File: config.mk
export PLATFORM = sky130hd
export DESIGN_NAME = hdg_cordic_stage
export DESIGN_NICKNAME = d
export VERILOG_FILES = /design/src/hdl/hdg_pkg.sv /design/src/hdl/hdg_cordic_stage.sv
export SDC_FILE = /design/constraint.sdc
export NUM_CORES = 1
export LEC_CHECK = 0
export BUFFER_PORTS_ARGS = -buffer_cell sky130_fd_sc_hd__buf_2
export CELL_PAD_IN_SITES_DETAIL_PLACEMENT = 0
export CELL_PAD_IN_SITES_GLOBAL_PLACEMENT = 1
export CORE_MARGIN = 5
export CORE_UTILIZATION = 30
export DETAILED_ROUTE_END_ITERATION = 8
export HOLD_SLACK_MARGIN = 0.15
export PLACE_DENSITY_LB_ADDON = 0.2
export SYNTH_ARGS = -nofsm -noshare
export SYNTH_HDL_FRONTEND = slang
export SYNTH_SLANG_ARGS = --single-unit
File: constraint.sdc
create_clock -name i_clk -period 3.4 [get_ports i_clk]
set_input_delay 0.51 -clock i_clk [delete_from_list [all_inputs] [get_ports i_clk]]
set_output_delay 0.51 -clock i_clk [all_outputs]
set_load 0.01 [all_outputs]
File: src/hdl/hdg_pkg.sv
package hdg_pkg;

    // Field widths
    localparam int MAGW = 16;
    localparam int DW   = 15;
    localparam int DEGW = 9;

    // Datapath widths
    localparam int XW  = 19;   // CORDIC x/y, covers the gain of about 1.65 on a 17-bit vector
    localparam int ZW  = 32;   // accumulated angle, radians in Q30
    localparam int AW  = 36;   // angle plus declination, signed Q30
    localparam int UW  = 33;   // wrapped angle below 2*pi, unsigned Q30
    localparam int PW  = 41;   // angle * 180 and quotient * pi

    localparam int ATAN_N     = 24;
    localparam int DECL_SHIFT = 18;  // Q2.12 to Q30

    // Reciprocal estimate of angle * 180 / pi on the upper angle bits
    localparam int HI_SHIFT    = 8;
    localparam int HW          = UW - HI_SHIFT;
    localparam int RECIP_SHIFT = 40;
    localparam int RW          = 24;
    localparam int MW          = HW + RW;

    localparam longint unsigned PI_Q30      = 64'd3373259426;
    localparam longint unsigned HALF_PI_Q30 = 64'd1686629713;
    localparam longint unsigned TWO_PI_Q30  = 64'd6746518852;
    localparam longint unsigned RECIP       =
        (64'd180 << (RECIP_SHIFT + HI_SHIFT)) / PI_Q30;

    localparam logic signed [AW-1:0] HALF_PI_A = AW'(HALF_PI_Q30);
    localparam logic signed [AW-1:0] PI_A      = AW'(PI_Q30);
    localparam logic signed [AW-1:0] TWO_PI_A  = AW'(TWO_PI_Q30);
    localparam logic [DEGW-1:0]      DEG_FULL  = DEGW'(360);
    localparam logic [7:0]           DEG_HALF  = 8'd180;

    // Octant pair the vector was turned out of
    typedef enum logic [1:0] {
        Q_EAST,
        Q_NORTH,
        Q_WEST,
        Q_SOUTH
    } t_quad;

    // One CORDIC pipeline stage
    typedef struct packed {
        logic                 valid;
        t_quad                quad;
        logic signed [XW-1:0] px;
        logic signed [XW-1:0] py;
        logic signed [ZW-1:0] z;
    } t_cordic;

    // atan(2^-i) in Q30, rounded to nearest
    function automatic logic [ZW-1:0] atan_q30(input int unsigned idx);
        logic [ZW-1:0] v;
        case (idx)
            0:       v = ZW'(843314857);
            1:       v = ZW'(497837829);
            2:       v = ZW'(263043837);
            3:       v = ZW'(133525159);
            4:       v = ZW'(67021687);
            5:       v = ZW'(33543516);
            6:       v = ZW'(16775851);
            7:       v = ZW'(8388437);
            8:       v = ZW'(4194283);
            9:       v = ZW'(2097149);
            10:      v = ZW'(1048576);
            11:      v = ZW'(524288);
            12:      v = ZW'(262144);
            13:      v = ZW'(131072);
            14:      v = ZW'(65536);
            15:      v = ZW'(32768);
            16:      v = ZW'(16384);
            17:      v = ZW'(8192);
            18:      v = ZW'(4096);
            19:      v = ZW'(2048);
            20:      v = ZW'(1024);
            21:      v = ZW'(512);
            22:      v = ZW'(256);
            23:      v = ZW'(128);
            default: v = '0;
        endcase
        return v;
    endfunction

    // Base angle of each quadrant in Q30
    function automatic logic signed [AW-1:0] base_angle(input t_quad q);
        logic signed [AW-1:0] v;
        unique case (q)
            Q_EAST:  v = '0;
            Q_NORTH: v = HALF_PI_A;
            Q_WEST:  v = PI_A;
            Q_SOUTH: v = -HALF_PI_A;
        endcase
        return v;
    endfunction

endpackage

File: src/hdl/hdg_cordic_stage.sv
module hdg_cordic_stage #(
    parameter int unsigned ITER = 0
) (
    input  logic            i_clk,
    input  logic            i_rst_n,
    input  hdg_pkg::t_cordic i_stage,
    output hdg_pkg::t_cordic o_stage
);
    import hdg_pkg::*;

    logic signed [XW-1:0] px;
    logic signed [XW-1:0] py;
    logic signed [ZW-1:0] z;
    logic signed [XW-1:0] dx;
    logic signed [XW-1:0] dy;
    logic signed [ZW-1:0] da;
    t_cordic              n_stage;
    t_cordic              r_stage;

    assign px = i_stage.px;
    assign py = i_stage.py;
    assign z  = i_stage.z;
    assign da = $signed(atan_q30(ITER));

    // Rotate toward the x axis; a vector already on it stays put
    always_comb begin
        dx      = py >>> ITER;
        dy      = px >>> ITER;
        n_stage = i_stage;
        if (py > 0) begin
            n_stage.px = px + dx;
            n_stage.py = py - dy;
            n_stage.z  = z + da;
        end else if (py < 0) begin
            n_stage.px = px - dx;
            n_stage.py = py + dy;
            n_stage.z  = z - da;
        end
    end

    // Advance one stage every cycle
    always_ff @(posedge i_clk) begin
        if (!i_rst_n) begin
            r_stage.valid <= 1'b0;
        end else begin
            r_stage <= n_stage;
        end
    end

    assign o_stage = r_stage;

endmodule

Word level (Yosys, flattened, before mapping)
Index checks and enable logic that the tools add are counted.
{"block": "word_totals", "reg_bits": 73, "in_bits": 75, "output_inout_bits": 73, "word_cells": 14}
{"block": "op_classes", "add_sub_neg": 5, "magnitude_cmp": 2, "mux": 2}
{"op": "2-to-1 mux 70 bit", "count": 2}
{"op": "subtractor 19 bit", "count": 2}
{"op": "adder 32 x 31 -> 32 bit, second input constant", "count": 1}
{"op": "subtractor 32 x 31 -> 32 bit, second input constant", "count": 1}
{"op": "adder 19 bit", "count": 1}
{"op": "> comparator 19 x 1 -> 1 bit, second input constant", "count": 1}
{"op": "less-than comparator 19 x 1 -> 1 bit, second input constant", "count": 1}

Logic depth before layout (Yosys ltp)
{"block": "depth", "ltp_word": 3, "mapped_depth": 10, "ltp_nobuf": 10}

Worst setup path after synthesis
OpenSTA, ideal clock, no wires.
{"block": "synth_timing", "path_type": "input port to flip-flop", "startpoint": "input port i_stage[32] (netlist name)", "endpoint": "register r_stage, in the netlist o_stage[48] (data pin)", "setup_time_ns": 0.262, "arrival_ns": 2.483, "required_ns": 3.138, "setup_slack_ns": 0.655, "stages": 10, "path_buffers": 0, "cell_sequence": "ha_1 -> inv_1 -> fa_1 -> nor2_1 -> o311a_1 -> o22ai_1 -> o311ai_1 -> a21boi_1 -> a221oi_1 -> nor2_1"}
{"element": "start: declaration", "line_no": "hdg_cordic_stage.sv:6", "rtl": "input hdg_pkg::t_cordic i_stage,"}
{"element": "end signal: assignment", "line_no": "hdg_cordic_stage.sv:46", "rtl": "r_stage <= n_stage;"}
{"element": "end: declaration", "line_no": "hdg_cordic_stage.sv:18", "rtl": "t_cordic r_stage;"}

==> results by group <==
Routing
  – Router iterations before antenna repair: 5
  – Final WL: roughly 24000 um
  – Detailed-route DRC error count: 0
  – Highest layer used for signal routing: met4
  – Metal3 WL: roughly 1200 um
  – DR iter-0 viols: ~450
  – Drt wl/cell: just under 20 um
  – Routed length on met2: roughly 11000 um
  – Vias/cell: roughly 5.4
  – M1 wire length: between 10000 and 15000 um
  – ANT nets after route: 0
  – DR vias: between 6000 and 7000

Floorplanning
  – Core Box Area: around 23000 um2
  – Cell Rows: 55
  – Die Area: 26290 um2
  – Die height: between 150 and 200 um
  – Io pins: between 100 and 150
  – Die width: between 150 and 200 um
  – Initial Utilization: 0.3058

Critical path
  – Worst path depth: 12
  – Crit Path Class: input port to flip-flop
  – CP Buf/Inv Count: 3
  – Worst path max stage delay: 0.42 ns
  – Worst path cell trace: buf_2 -> inv_1 -> ha_1 -> fa_1 -> nor2b_1 -> o2111ai_1 -> a21boi_0 -> buf_4 -> o221ai_1 -> o31ai_1 -> xnor2_1 -> a22o_1
  – CP Data Required Time: 3.50 ns
  – Crit path launch type: input port
  – Critical-path top delay cell: fa_1
  – Family with the most delay on the worst path: compound AO/OA/AOI/OAI gates
  – Crit end category: flip-flop
  – Crit path from: i_stage[32]
  – Worst-path maximum fanout: 4
  – Setup crit end: o_stage[50]
  – CP Data Arrival Time: around 2.9 ns

Clock tree
  – Clock Path Buffers: 2
  – Post-CTS Setup Bufs: 0
  – Htree depth: 3
  – CTS tree: yes
  – Reg clk slew, reported paths: 0.06 ns
  – Hold_buf cts: 0
  – CTS sink cnt: 73
  – CTS Buf Count: 9
  – CTS resizes: 0
  – Root buffer cell: clkbuf_16

Logic synthesis
  – Ys async rst share: 0
  – Syn Area/Cell: 8.532 um2
  – Distinct cell type count after synthesis: 73
  – Dominant synthesized flop cell: edfxtp_1
  – Post-synth EDFFs: between 70 and 80
  – Post-Syn Nets: between 900 and 1000
  – Synth warn: 0
  – Area share of the largest cell type after synthesis: 0.3113
  – Yosys top cell by area: edfxtp_1
  – Synth Cell Area: just under 7000 um2
  – Cell count after synthesis: approximately 810
  – Sequential fraction of the synthesis area: 0.3142
  – Yosys reg bits: 73
  – Synth area leaders: edfxtp_1 31%, ha_1 11%, a21oi_1 6.0%

Finish
  – Max reg flops: 73
  – Fin cells: 1240
  – Final Net Count: between 1000 and 1500
  – P&R area growth vs syn: 20.54%
  – ANT cells: 0
  – Fillers: roughly 2400
  – Final core occ: 0.3687
  – Share of cells above drive strength 1: 0.2241
  – Final instance area: roughly 8400 um2

Power and ir drop
  – Clk pwr share: 0.306
  – P_leak: between 3 and 4 nW
  – Logic gate share of total power: 0.335
  – Flop pwr share: 0.359
  – Power per cell area: ~390 nW/um2
  – Pint: about 2.1 mW
  – Sw Ratio: 0.3395
  – Switching pwr: about 1.1 mW
  – Maximum VDD drop: 0.1823 mV

Min path
  – Hold_sp: i_stage[70]
  – Hold WC Path Type: input port to flip-flop

Place
  – Placed Cells incl. Taps: 1224
  – Final HPWL DP: roughly 18000 um
  – Post-placement cell area: 8077 um2
  – Number of port buffers: 147
  – Setup WS pre-CTS: 0.2003 ns
  – RePlAce Congestion: around 0.89

Global route
  – Antenna violations before repair: 1
  – Total GRT Usage: 0.1762
  – Largest net degree at the start of global routing: 74
  – First-pass GRT wire length: 36620 um
  – GRT overflow: 0
  – Vias in the first global route: ~6400

Timing
  – Slew Limit Fails: 0
  – Worst-Margin Slew: a little under 1 ns
  – Hold Vio Cnt, Final: 0
  – Setup TNS: 0 ns
  – Final setup vio count: 0
  – RSZ-0062 raised after global routing: false
  – Max-slew headroom: 0.3377
  – Final worst slack: roughly 0.58 ns
  – Minimum clock period: roughly 2.8 ns
  – Fmax: ~350 MHz
  – Final worst-path cycle share: 0.8302

Outcome
  – Status: finished clean

Run
  – Max_cap viols: 0
worst min path at each step:
stage               depth (start not counted)           to
detailed placement                          1  o_stage[70]
global placement                            1  o_stage[70]
CTS                                         1  o_stage[70]
global route                                1  o_stage[70]
floorplan                                   0  o_stage[70]
finish                                      1  o_stage[70]
layout by cell type (no fill, tap or decap), types with 6 or more instances in the layout:
cell type	synthesis	final
xnor2_1	28	28
buf_2	5	146
ha_1	61	61
clkbuf_16	0	9
nand2b_1	15	15
or3_1	6	6
a31oi_1	11	11
o31ai_1	9	9
xor2_1	14	14
o22ai_1	19	19
a22oi_1	6	6
a221oi_1	9	9
a21oi_1	83	82
buf_4	0	29
edfxtp_1	72	72
a21o_1	15	15
a211oi_1	14	14
nor4_1	10	10
inv_1	61	61
o21a_1	11	11
nand3_1	15	15
nand2_1	48	48
o211ai_1	6	6
nand4_1	6	6
o21ai_0	50	50
nor2b_1	9	9
nor2_1	62	62
nor3_1	16	16
a2bb2oi_1	7	7
and3_1	12	12
Yosys cell counts, types with 5 or more instances:
| cell type | number |
|---|---|
| ha_1 | 61 |
| a22oi_1 | 6 |
| inv_1 | 61 |
| o21bai_1 | 5 |
| o21ai_0 | 50 |
| o211ai_1 | 6 |
| a221oi_1 | 9 |
| or3_1 | 6 |
| or2_2 | 5 |
| a21oi_1 | 83 |
| and2_1 | 5 |
| o21a_1 | 11 |
| xor2_1 | 14 |
| nand2b_1 | 15 |
| buf_2 | 5 |
| nor2b_1 | 9 |
| edfxtp_1 | 72 |
| a31oi_1 | 11 |
| a2bb2oi_1 | 7 |
| nor2_1 | 62 |
| a21o_1 | 15 |
| nand3_1 | 15 |
| and3_1 | 12 |
| o31ai_1 | 9 |
| nor4_1 | 10 |
| nand2_1 | 48 |
| o22ai_1 | 19 |
| a211oi_1 | 14 |
| xnor2_1 | 28 |
| nor3_1 | 16 |
| nand4_1 | 6 |
| clkbuf_1 | 45 |
layout make-up:
cell class                      instances  area [um2]  area share
Inverter                               62       232.7     0.02780
Clock buffer                            9       225.2     0.02690
Tap cell                              285       356.6     0.04259
Multi-Input combinational cell        628        4337      0.5180
Sequential cell                        73        2182      0.2606
Timing Repair Buffer                  176       968.4      0.1157
Clock inverter                          7       70.07    0.008369
layer usage:
metal | global-route usage | vias to the layer above
met3 | 0.02766 | 17
met4 | 0.04306 | 0
li1 | - | 3292
met5 | 0 | -
met2 | 0.2846 | 199
met1 | 0.2476 | 3249
power by group through the flow:
stage | clock (mW) | combinational [mW] | sequential [mW]
2_1_floorplan | 0 | 0.606 | 1.25
3_3_place_gp | 0 | 1.09 | 1.18
3_5_place_dp | 0 | 1.09 | 1.18
4_1_cts | 1.02 | 1.09 | 1.17
5_1_grt | 1.06 | 1.20 | 1.18
6_report | 0.992 | 1.09 | 1.16
metrics by stage:
step | hold WS (ns) | power (mW)
floorplan | 0.6089 | 1.855
global placement | 0.6890 | 2.278
detailed placement | 0.6884 | 2.272
CTS | 0.3235 | 3.285
global route | 0.3293 | 3.434
finish | 0.3416 | 3.243
cell families after synthesis:
kind of cell               synth area share
muxes                              0.006485
AOI/OAI and AO/OA                    0.2904
DFF                                  0.3142
adders and majority gates            0.1185
and+or+nand+nor                      0.1555
buffers and inverters               0.06197
xor gates and xnor gates            0.05296
Power figures use the tool's default switching activity.
