<file path="src/hdl/hdg_pkg.sv">
package hdg_pkg;

    // Field widths
    localparam int MAGW = 16;
    localparam int DW   = 15;
    localparam int DEGW = 9;

    // Datapath widths
    localparam int XW  = 19;   // CORDIC x/y, covers the gain of about 1.65 on a 17-bit vector
    localparam int ZW  = 32;   // accumulated angle, radians in Q30
    localparam int AW  = 36;   // angle plus declination, signed Q30
    localparam int UW  = 33;   // wrapped angle below 2*pi, unsigned Q30
    localparam int PW  = 41;   // angle * 180 and quotient * pi

    localparam int ATAN_N     = 24;
    localparam int DECL_SHIFT = 18;  // Q2.12 to Q30

    // Reciprocal estimate of angle * 180 / pi on the upper angle bits
    localparam int HI_SHIFT    = 8;
    localparam int HW          = UW - HI_SHIFT;
    localparam int RECIP_SHIFT = 40;
    localparam int RW          = 24;
    localparam int MW          = HW + RW;

    localparam longint unsigned PI_Q30      = 64'd3373259426;
    localparam longint unsigned HALF_PI_Q30 = 64'd1686629713;
    localparam longint unsigned TWO_PI_Q30  = 64'd6746518852;
    localparam longint unsigned RECIP       =
        (64'd180 << (RECIP_SHIFT + HI_SHIFT)) / PI_Q30;

    localparam logic signed [AW-1:0] HALF_PI_A = AW'(HALF_PI_Q30);
    localparam logic signed [AW-1:0] PI_A      = AW'(PI_Q30);
    localparam logic signed [AW-1:0] TWO_PI_A  = AW'(TWO_PI_Q30);
    localparam logic [DEGW-1:0]      DEG_FULL  = DEGW'(360);
    localparam logic [7:0]           DEG_HALF  = 8'd180;

    // Octant pair the vector was turned out of
    typedef enum logic [1:0] {
        Q_EAST,
        Q_NORTH,
        Q_WEST,
        Q_SOUTH
    } t_quad;

    // One CORDIC pipeline stage
    typedef struct packed {
        logic                 valid;
        t_quad                quad;
        logic signed [XW-1:0] px;
        logic signed [XW-1:0] py;
        logic signed [ZW-1:0] z;
    } t_cordic;

    // atan(2^-i) in Q30, rounded to nearest
    function automatic logic [ZW-1:0] atan_q30(input int unsigned idx);
        logic [ZW-1:0] v;
        case (idx)
            0:       v = ZW'(843314857);
            1:       v = ZW'(497837829);
            2:       v = ZW'(263043837);
            3:       v = ZW'(133525159);
            4:       v = ZW'(67021687);
            5:       v = ZW'(33543516);
            6:       v = ZW'(16775851);
            7:       v = ZW'(8388437);
            8:       v = ZW'(4194283);
            9:       v = ZW'(2097149);
            10:      v = ZW'(1048576);
            11:      v = ZW'(524288);
            12:      v = ZW'(262144);
            13:      v = ZW'(131072);
            14:      v = ZW'(65536);
            15:      v = ZW'(32768);
            16:      v = ZW'(16384);
            17:      v = ZW'(8192);
            18:      v = ZW'(4096);
            19:      v = ZW'(2048);
            20:      v = ZW'(1024);
            21:      v = ZW'(512);
            22:      v = ZW'(256);
            23:      v = ZW'(128);
            default: v = '0;
        endcase
        return v;
    endfunction

    // Base angle of each quadrant in Q30
    function automatic logic signed [AW-1:0] base_angle(input t_quad q);
        logic signed [AW-1:0] v;
        unique case (q)
            Q_EAST:  v = '0;
            Q_NORTH: v = HALF_PI_A;
            Q_WEST:  v = PI_A;
            Q_SOUTH: v = -HALF_PI_A;
        endcase
        return v;
    endfunction

endpackage

</file>
<file path="src/hdl/hdg_deg_conv.sv">
module hdg_deg_conv (
    input  logic                          i_clk,
    input  logic                          i_rst_n,
    input  hdg_pkg::t_cordic               i_stage,
    input  logic signed [hdg_pkg::DW-1:0] i_decl,
    output logic                          o_valid,
    output logic [hdg_pkg::DEGW-1:0]      o_deg
);
    import hdg_pkg::*;

    logic [4:0]           r_vld;
    logic signed [AW-1:0] r_sum;
    logic [AW-2:0]        r_ang;
    logic                 r_over3;
    logic [MW-1:0]        r_mul;
    logic [PW-1:0]        r_a180_3;
    logic                 r_over4;
    logic [DEGW-1:0]      r_q;
    logic [PW-1:0]        r_qpi;
    logic [PW-1:0]        r_a180_4;
    logic [DEGW-1:0]      r_deg;

    logic signed [ZW-1:0] z_s;
    logic signed [DW-1:0] d_s;
    logic signed [AW-1:0] n_sum;
    logic signed [AW-1:0] wrapped;
    logic [DEGW-1:0]      n_q;
    logic [PW-1:0]        rem;
    logic [DEGW-1:0]      q_fix;
    logic [DEGW-1:0]      n_deg;

    assign z_s = i_stage.z;
    assign d_s = i_decl;

    // Sum quadrant base, CORDIC angle and declination
    assign n_sum = base_angle(i_stage.quad) + AW'(z_s) + (AW'(d_s) <<< DECL_SHIFT);

    // Wrap once into [0, 2*pi), clamp anything still negative
    always_comb begin
        if (r_sum >= TWO_PI_A) begin
            wrapped = r_sum - TWO_PI_A;
        end else if (r_sum < 0) begin
            wrapped = r_sum + TWO_PI_A;
        end else begin
            wrapped = r_sum;
        end
        if (wrapped < 0) begin
            wrapped = '0;
        end
    end

    // Quotient estimate is low by at most one; fix it from the remainder
    assign n_q   = r_mul[MW-1:RECIP_SHIFT];
    assign rem   = r_a180_4 - r_qpi;
    assign q_fix = (rem >= PW'(PI_Q30)) ? r_q + DEGW'(1) : r_q;
    assign n_deg = (r_over4 || q_fix >= DEG_FULL) ? '0 : q_fix;

    // Valid bits travel with the data
    always_ff @(posedge i_clk) begin
        if (!i_rst_n) begin
            r_vld <= '0;
        end else begin
            r_vld <= {r_vld[3:0], i_stage.valid};
        end
    end

    // Datapath registers
    always_ff @(posedge i_clk) begin
        r_sum    <= n_sum;
        r_ang    <= wrapped[AW-2:0];
        r_over3  <= (r_ang >= (AW-1)'(TWO_PI_Q30));
        r_mul    <= MW'(r_ang[UW-1:HI_SHIFT]) * MW'(RECIP);
        r_a180_3 <= PW'(r_ang[UW-1:0]) * PW'(DEG_HALF);
        r_over4  <= r_over3;
        r_q      <= n_q;
        r_qpi    <= PW'(n_q) * PW'(PI_Q30);
        r_a180_4 <= r_a180_3;
        r_deg    <= n_deg;
    end

    assign o_valid = r_vld[4];
    assign o_deg   = r_deg;

endmodule

</file>
<file path="config.mk">
export PLATFORM = sky130hd
export DESIGN_NAME = hdg_deg_conv
export DESIGN_NICKNAME = d
export VERILOG_FILES = /design/src/hdl/hdg_pkg.sv /design/src/hdl/hdg_deg_conv.sv
export SDC_FILE = /design/constraint.sdc
export NUM_CORES = 1
export LEC_CHECK = 0
export BUFFER_PORTS_ARGS = -buffer_cell sky130_fd_sc_hd__buf_2
export CORE_MARGIN = 3
export CORE_UTILIZATION = 43
export DETAILED_ROUTE_END_ITERATION = 7
export GPL_TIMING_DRIVEN = 0
export RECOVER_POWER = 100
export SLEW_MARGIN = 30
export SYNTH_ARGS = -nofsm -noshare
export SYNTH_HDL_FRONTEND = slang
export SYNTH_SLANG_ARGS = --single-unit
</file>
<file path="constraint.sdc">
create_clock -name i_clk -period 14.8 [get_ports i_clk]
set_input_delay 1.48 -clock i_clk [delete_from_list [all_inputs] [get_ports i_clk]]
set_output_delay 1.48 -clock i_clk [all_outputs]
set_load 0.005 [all_outputs]
</file>
# --- Word level (Yosys, flattened, before mapping) ---
# Cells that the tools add are included.
word_totals:
  wordCells: 35
  input_bits: 90
  register_bits: 258
  output_inout_bits: 10
classes:
  mul: 3
  addsub: 6
  muxes: 4
  n_reduce_logical: 2
  eq_ne: 3
  order_cmp: 6
ops:
  columns: ["operator", "n"]
  rows:
  - ["$pmux 36 s4", 1]
  - ["$lt 36x1->1 const B", 2]
  - ["$mux 36", 2]
  - ["$mul 25x19->44 const B", 1]
  - ["$ge 41x32->1 const B", 1]
  - ["$sub 41x41->41", 1]
  - ["$mul 9x31->40 const B", 1]
  - ["$mul 33x6->39 const B", 1]
  - ["$add 36x32->36", 1]
  - ["$add 36x33->36", 1]
  - ["$add 36x34->36 const B", 1]
  - ["$ge 36x34->1 const B", 1]
  - ["$sub 36x34->36 const B", 1]
  - ["$ge 35x33->1 const B", 1]
  - ["$add 9x1->9 const B", 1]
  - ["$ge 9x9->1 const B", 1]
  - ["$mux 9", 1]
  - ["$eq 2x2->1 const B", 2]
  - ["$eq 2x1->1 const B", 1]
  - ["$logic_not 2->1", 1]
  - ["$logic_or 1x1->1", 1]

# --- Longest topological paths before layout ---
logic_depth:
  ltp_word: 5
  ltp_mapped: 26
  mapped_depth_nobuf: 26

# --- Worst setup path before layout ---
# OpenSTA, ideal clock, no wires.
synth_path:
  path_type: "register to register"
  startpoint: "reg r_ang[21]"
  endpoint: "reg r_mul[48]"
  arrival_ns: 6.154
  setup_time_ns: 0.072
  n_path_buf: 0
  t_required_ns: 14.728
  slack_ns: 8.574
  period_less_slack_ns: 6.226
  stages_incl_launch_ff: 24
  path_cell_list: "dfxtp_1 -> inv_1 -> fa_1 -> inv_1 -> fa_1 -> fa_1 -> inv_1 -> fa_1 -> fa_1 -> fa_1 -> inv_1 -> ha_1 -> a21o_1 -> a21o_1 -> a21o_1 -> a21oi_1 -> o21ai_0 -> a31oi_1 -> o21ai_0 -> o211a_1 -> o21a_1 -> o21a_1 -> nor2_1 -> xnor2_1"
synth_between:
  elab_chain_len: 1
synth_lines:
  columns: ["item", "line", "source"]
  rows:
  - ["start: declaration", "hdg_deg_conv.sv:13", "logic [AW-2:0] r_ang;"]
  - ["start signal: assignment", "hdg_deg_conv.sv:70", "r_ang <= wrapped[AW-2:0];"]
  - ["$mul 25x19->44", "hdg_deg_conv.sv:72", "r_mul <= MW'(r_ang[UW-1:HI_SHIFT]) * MW'(RECIP);"]
  - ["end signal: assignment", "hdg_deg_conv.sv:72", null]
  - ["end: declaration", "hdg_deg_conv.sv:15", "logic [MW-1:0] r_mul;"]
# Every way passes these cells.
# A chain may end at the register's enable or synchronous reset.

# --- Final worst setup path ---
layout_path:
  startpoint: "reg r_ang[22]"
  endpoint: "reg r_mul[48]"
# The elaborated chain is that of the path after synthesis.

==> run metrics <==
status=complete, no violations; die footprint=64630 sq um; Via density=5.113; final setup violation count=0; Slowest Stage Delay on Critical Path=0.71 ns; worst-case clock buffer depth=3; wire length per cell=15.75 um; GRT Util Overall=18.53%; Hold-fix buffers, CTS=0; clock skew=0.01119 ns; initial core utilization=43.65%; Die Y=254.2 um; Post-route DRC=0; Post-Route Setup TNS=0 ns; Max transition margin=37.06%; core area=60700 sq um; most instantiated library cell after synthesis=inv_1; DIE WIDTH=254.2 um; synthesized instance count=2804; hpwl dp=49.98 mm; FP Rows=90; initial antenna violation count=0; Worst-Margin Slew=0.9385 ns; wire length of the first global-routing pass=97.50 mm; Synth Cell Area=26500 sq um; Seq cells post-synth=219; Routed Antenna Nets=0; Distinct cells, synth=98; clk root buf=clkbuf_16; period utilisation layout=50.04%; Fin. Hold Viols=0; Post-Route WL=58.21 mm; Primary FF master, synth=dfxtp_1; vias in the first global route=19.58k; CTS tree=done; largest net degree at the start of global routing=14; most frequent cells after synthesis=inv_1, ha_1, fa_1; kind of critical path=flop to flop; Post-synth EDFFs=0; drt first pass iters=5; Crit path arrival time=7.88 ns; Clock Latency Late Sink=0.54 ns; worst-path maximum fanout=10; WP data required=15.27 ns; Non-Filler Cell Area, Final=28630 sq um; unrepaired setup endpoints after global routing=false; total global routing overflow=0; htree depth=1; Post-CTS Repair Setup Buffers=0; largest area contributor in the netlist=fa_1; Clock Pin Slew Worst Setup and Hold Paths=0.06 ns; Synth Net Count=3692; synth warn=0; via count=18.90k; max_cap viols=0; CP delay by family, top=adder cells; asr flop ratio synth=0%; top area cells in the synthesized netlist=fa_1, ha_1, dfxtp_1; Placed Area=27780 sq um; gpl congestion=0.8976; hold crit path type=flop to flop; Final nets=3781; sequential share of the synthesized area=16.55%; # IOs=100; slowest CP cell=dfxtp_1; Max Slew Vio Count=0; Avg Inst Size Synth=9.449 sq um; endpoint class of the critical path=flop; Area Growth Syn to Fin=8.038%; startpoint type of the worst setup path=flop; DRT iter0 DRCs=821; ratio of cells with drive above 1 in the final layout=5.218%; Num CTS Buffers=26; fmax=0.1350 GHz; CTS sink cnt=219; Buf/Inv on CP=5; Buffers on Ports=61; minimum clock period=7.406 ns; area share of the largest cell type after synthesis=24.78%; Gates resized, CTS repair=0; WHS=0.3192 ns
layout make-up:
cell class                      instances  area [sq um]
Tap cell                              782         978.4
Fill cell                            5689         32070
Antenna cell                            1         2.502
Inverter                              654          2455
Buffer                                 32         175.2
Sequential cell                       219          4384
Multi-Input combinational cell       1899         19430
Timing Repair Buffer                   61         294.0
Clock buffer                           33         738.2
Clock inverter                         15         162.7
layout by cell type (no fill, tap or decap), types with 55 or more instances in the layout:
master	n
inv_1	654
ha_1	470
fa_1	328
dfxtp_1	219
a21oi_1	136
nor2_1	128
xnor2_1	99
nand2_1	91
a21o_1	67
o21ai_0	64
xor2_1	55
registers in the layout, indices dropped and copies added (netlist names), 5 cells and up:
| register | flops |
|---|---|
| r_sum | 36 |
| r_a180_3 | 39 |
| r_q | 9 |
| o_deg | 9 |
| r_qpi | 36 |
| r_a180_4 | 39 |
| r_mul | 9 |
| r_ang | 35 |
| r_vld | 5 |
worst paths after layout:
path / endpoint / depth (start not counted) / startpoint / slack, ns
min reg2reg: r_a180_4[38]$_DFF_P_ / 0 / r_a180_3[38]$_DFF_P_ / 0.32
min: r_a180_4[38]$_DFF_P_ / 0 / r_a180_3[38]$_DFF_P_ / 0.32
max reg2reg: r_mul[48]$_DFF_P_ / 25 / r_ang[22]$_SDFF_PP0_ / 7.39
max: r_mul[48]$_DFF_P_ / 25 / r_ang[22]$_SDFF_PP0_ / 7.39
kinds of logic after synthesis:
group / synth area share (%)
AND/OR/NAND/NOR: 8.543
adder cells (fa/ha/maj): 46.98
buffers and inverters: 9.931
multiplexers: 0.2739
XOR/XNOR: 5.091
AO/OA/AOI/OAI: 12.64
flip-flops: 16.55
through the flow:
stage	util [%]	setup WS [ns]	std cells
finish	47.16	7.394	3696
global route	47.16	6.969	3695
CTS	47.25	7.329	3695
detailed placement	45.77	7.348	3647
global placement	45.77	7.435	3647
floorplan	-	8.574	2804
routing by layer:
| layer | up-vias | GRT usage [%] | share of wire, % | wire length (um) |
|---|---|---|---|---|
| met5 | - | 0 | 0 | 0 |
| met4 | 0 | 3.915 | 2.0 | 1160 |
| met3 | 68 | 2.009 | 3.4 | 2002 |
| met2 | 300 | 32.76 | 49 | 28640 |
| met1 | 9185 | 24.58 | 45 | 26410 |
| li1 | 9344 | - | - | - |
Power is not shown: default switching activity piles up to over one toggle a cycle in this logic, so the estimate is an artifact.
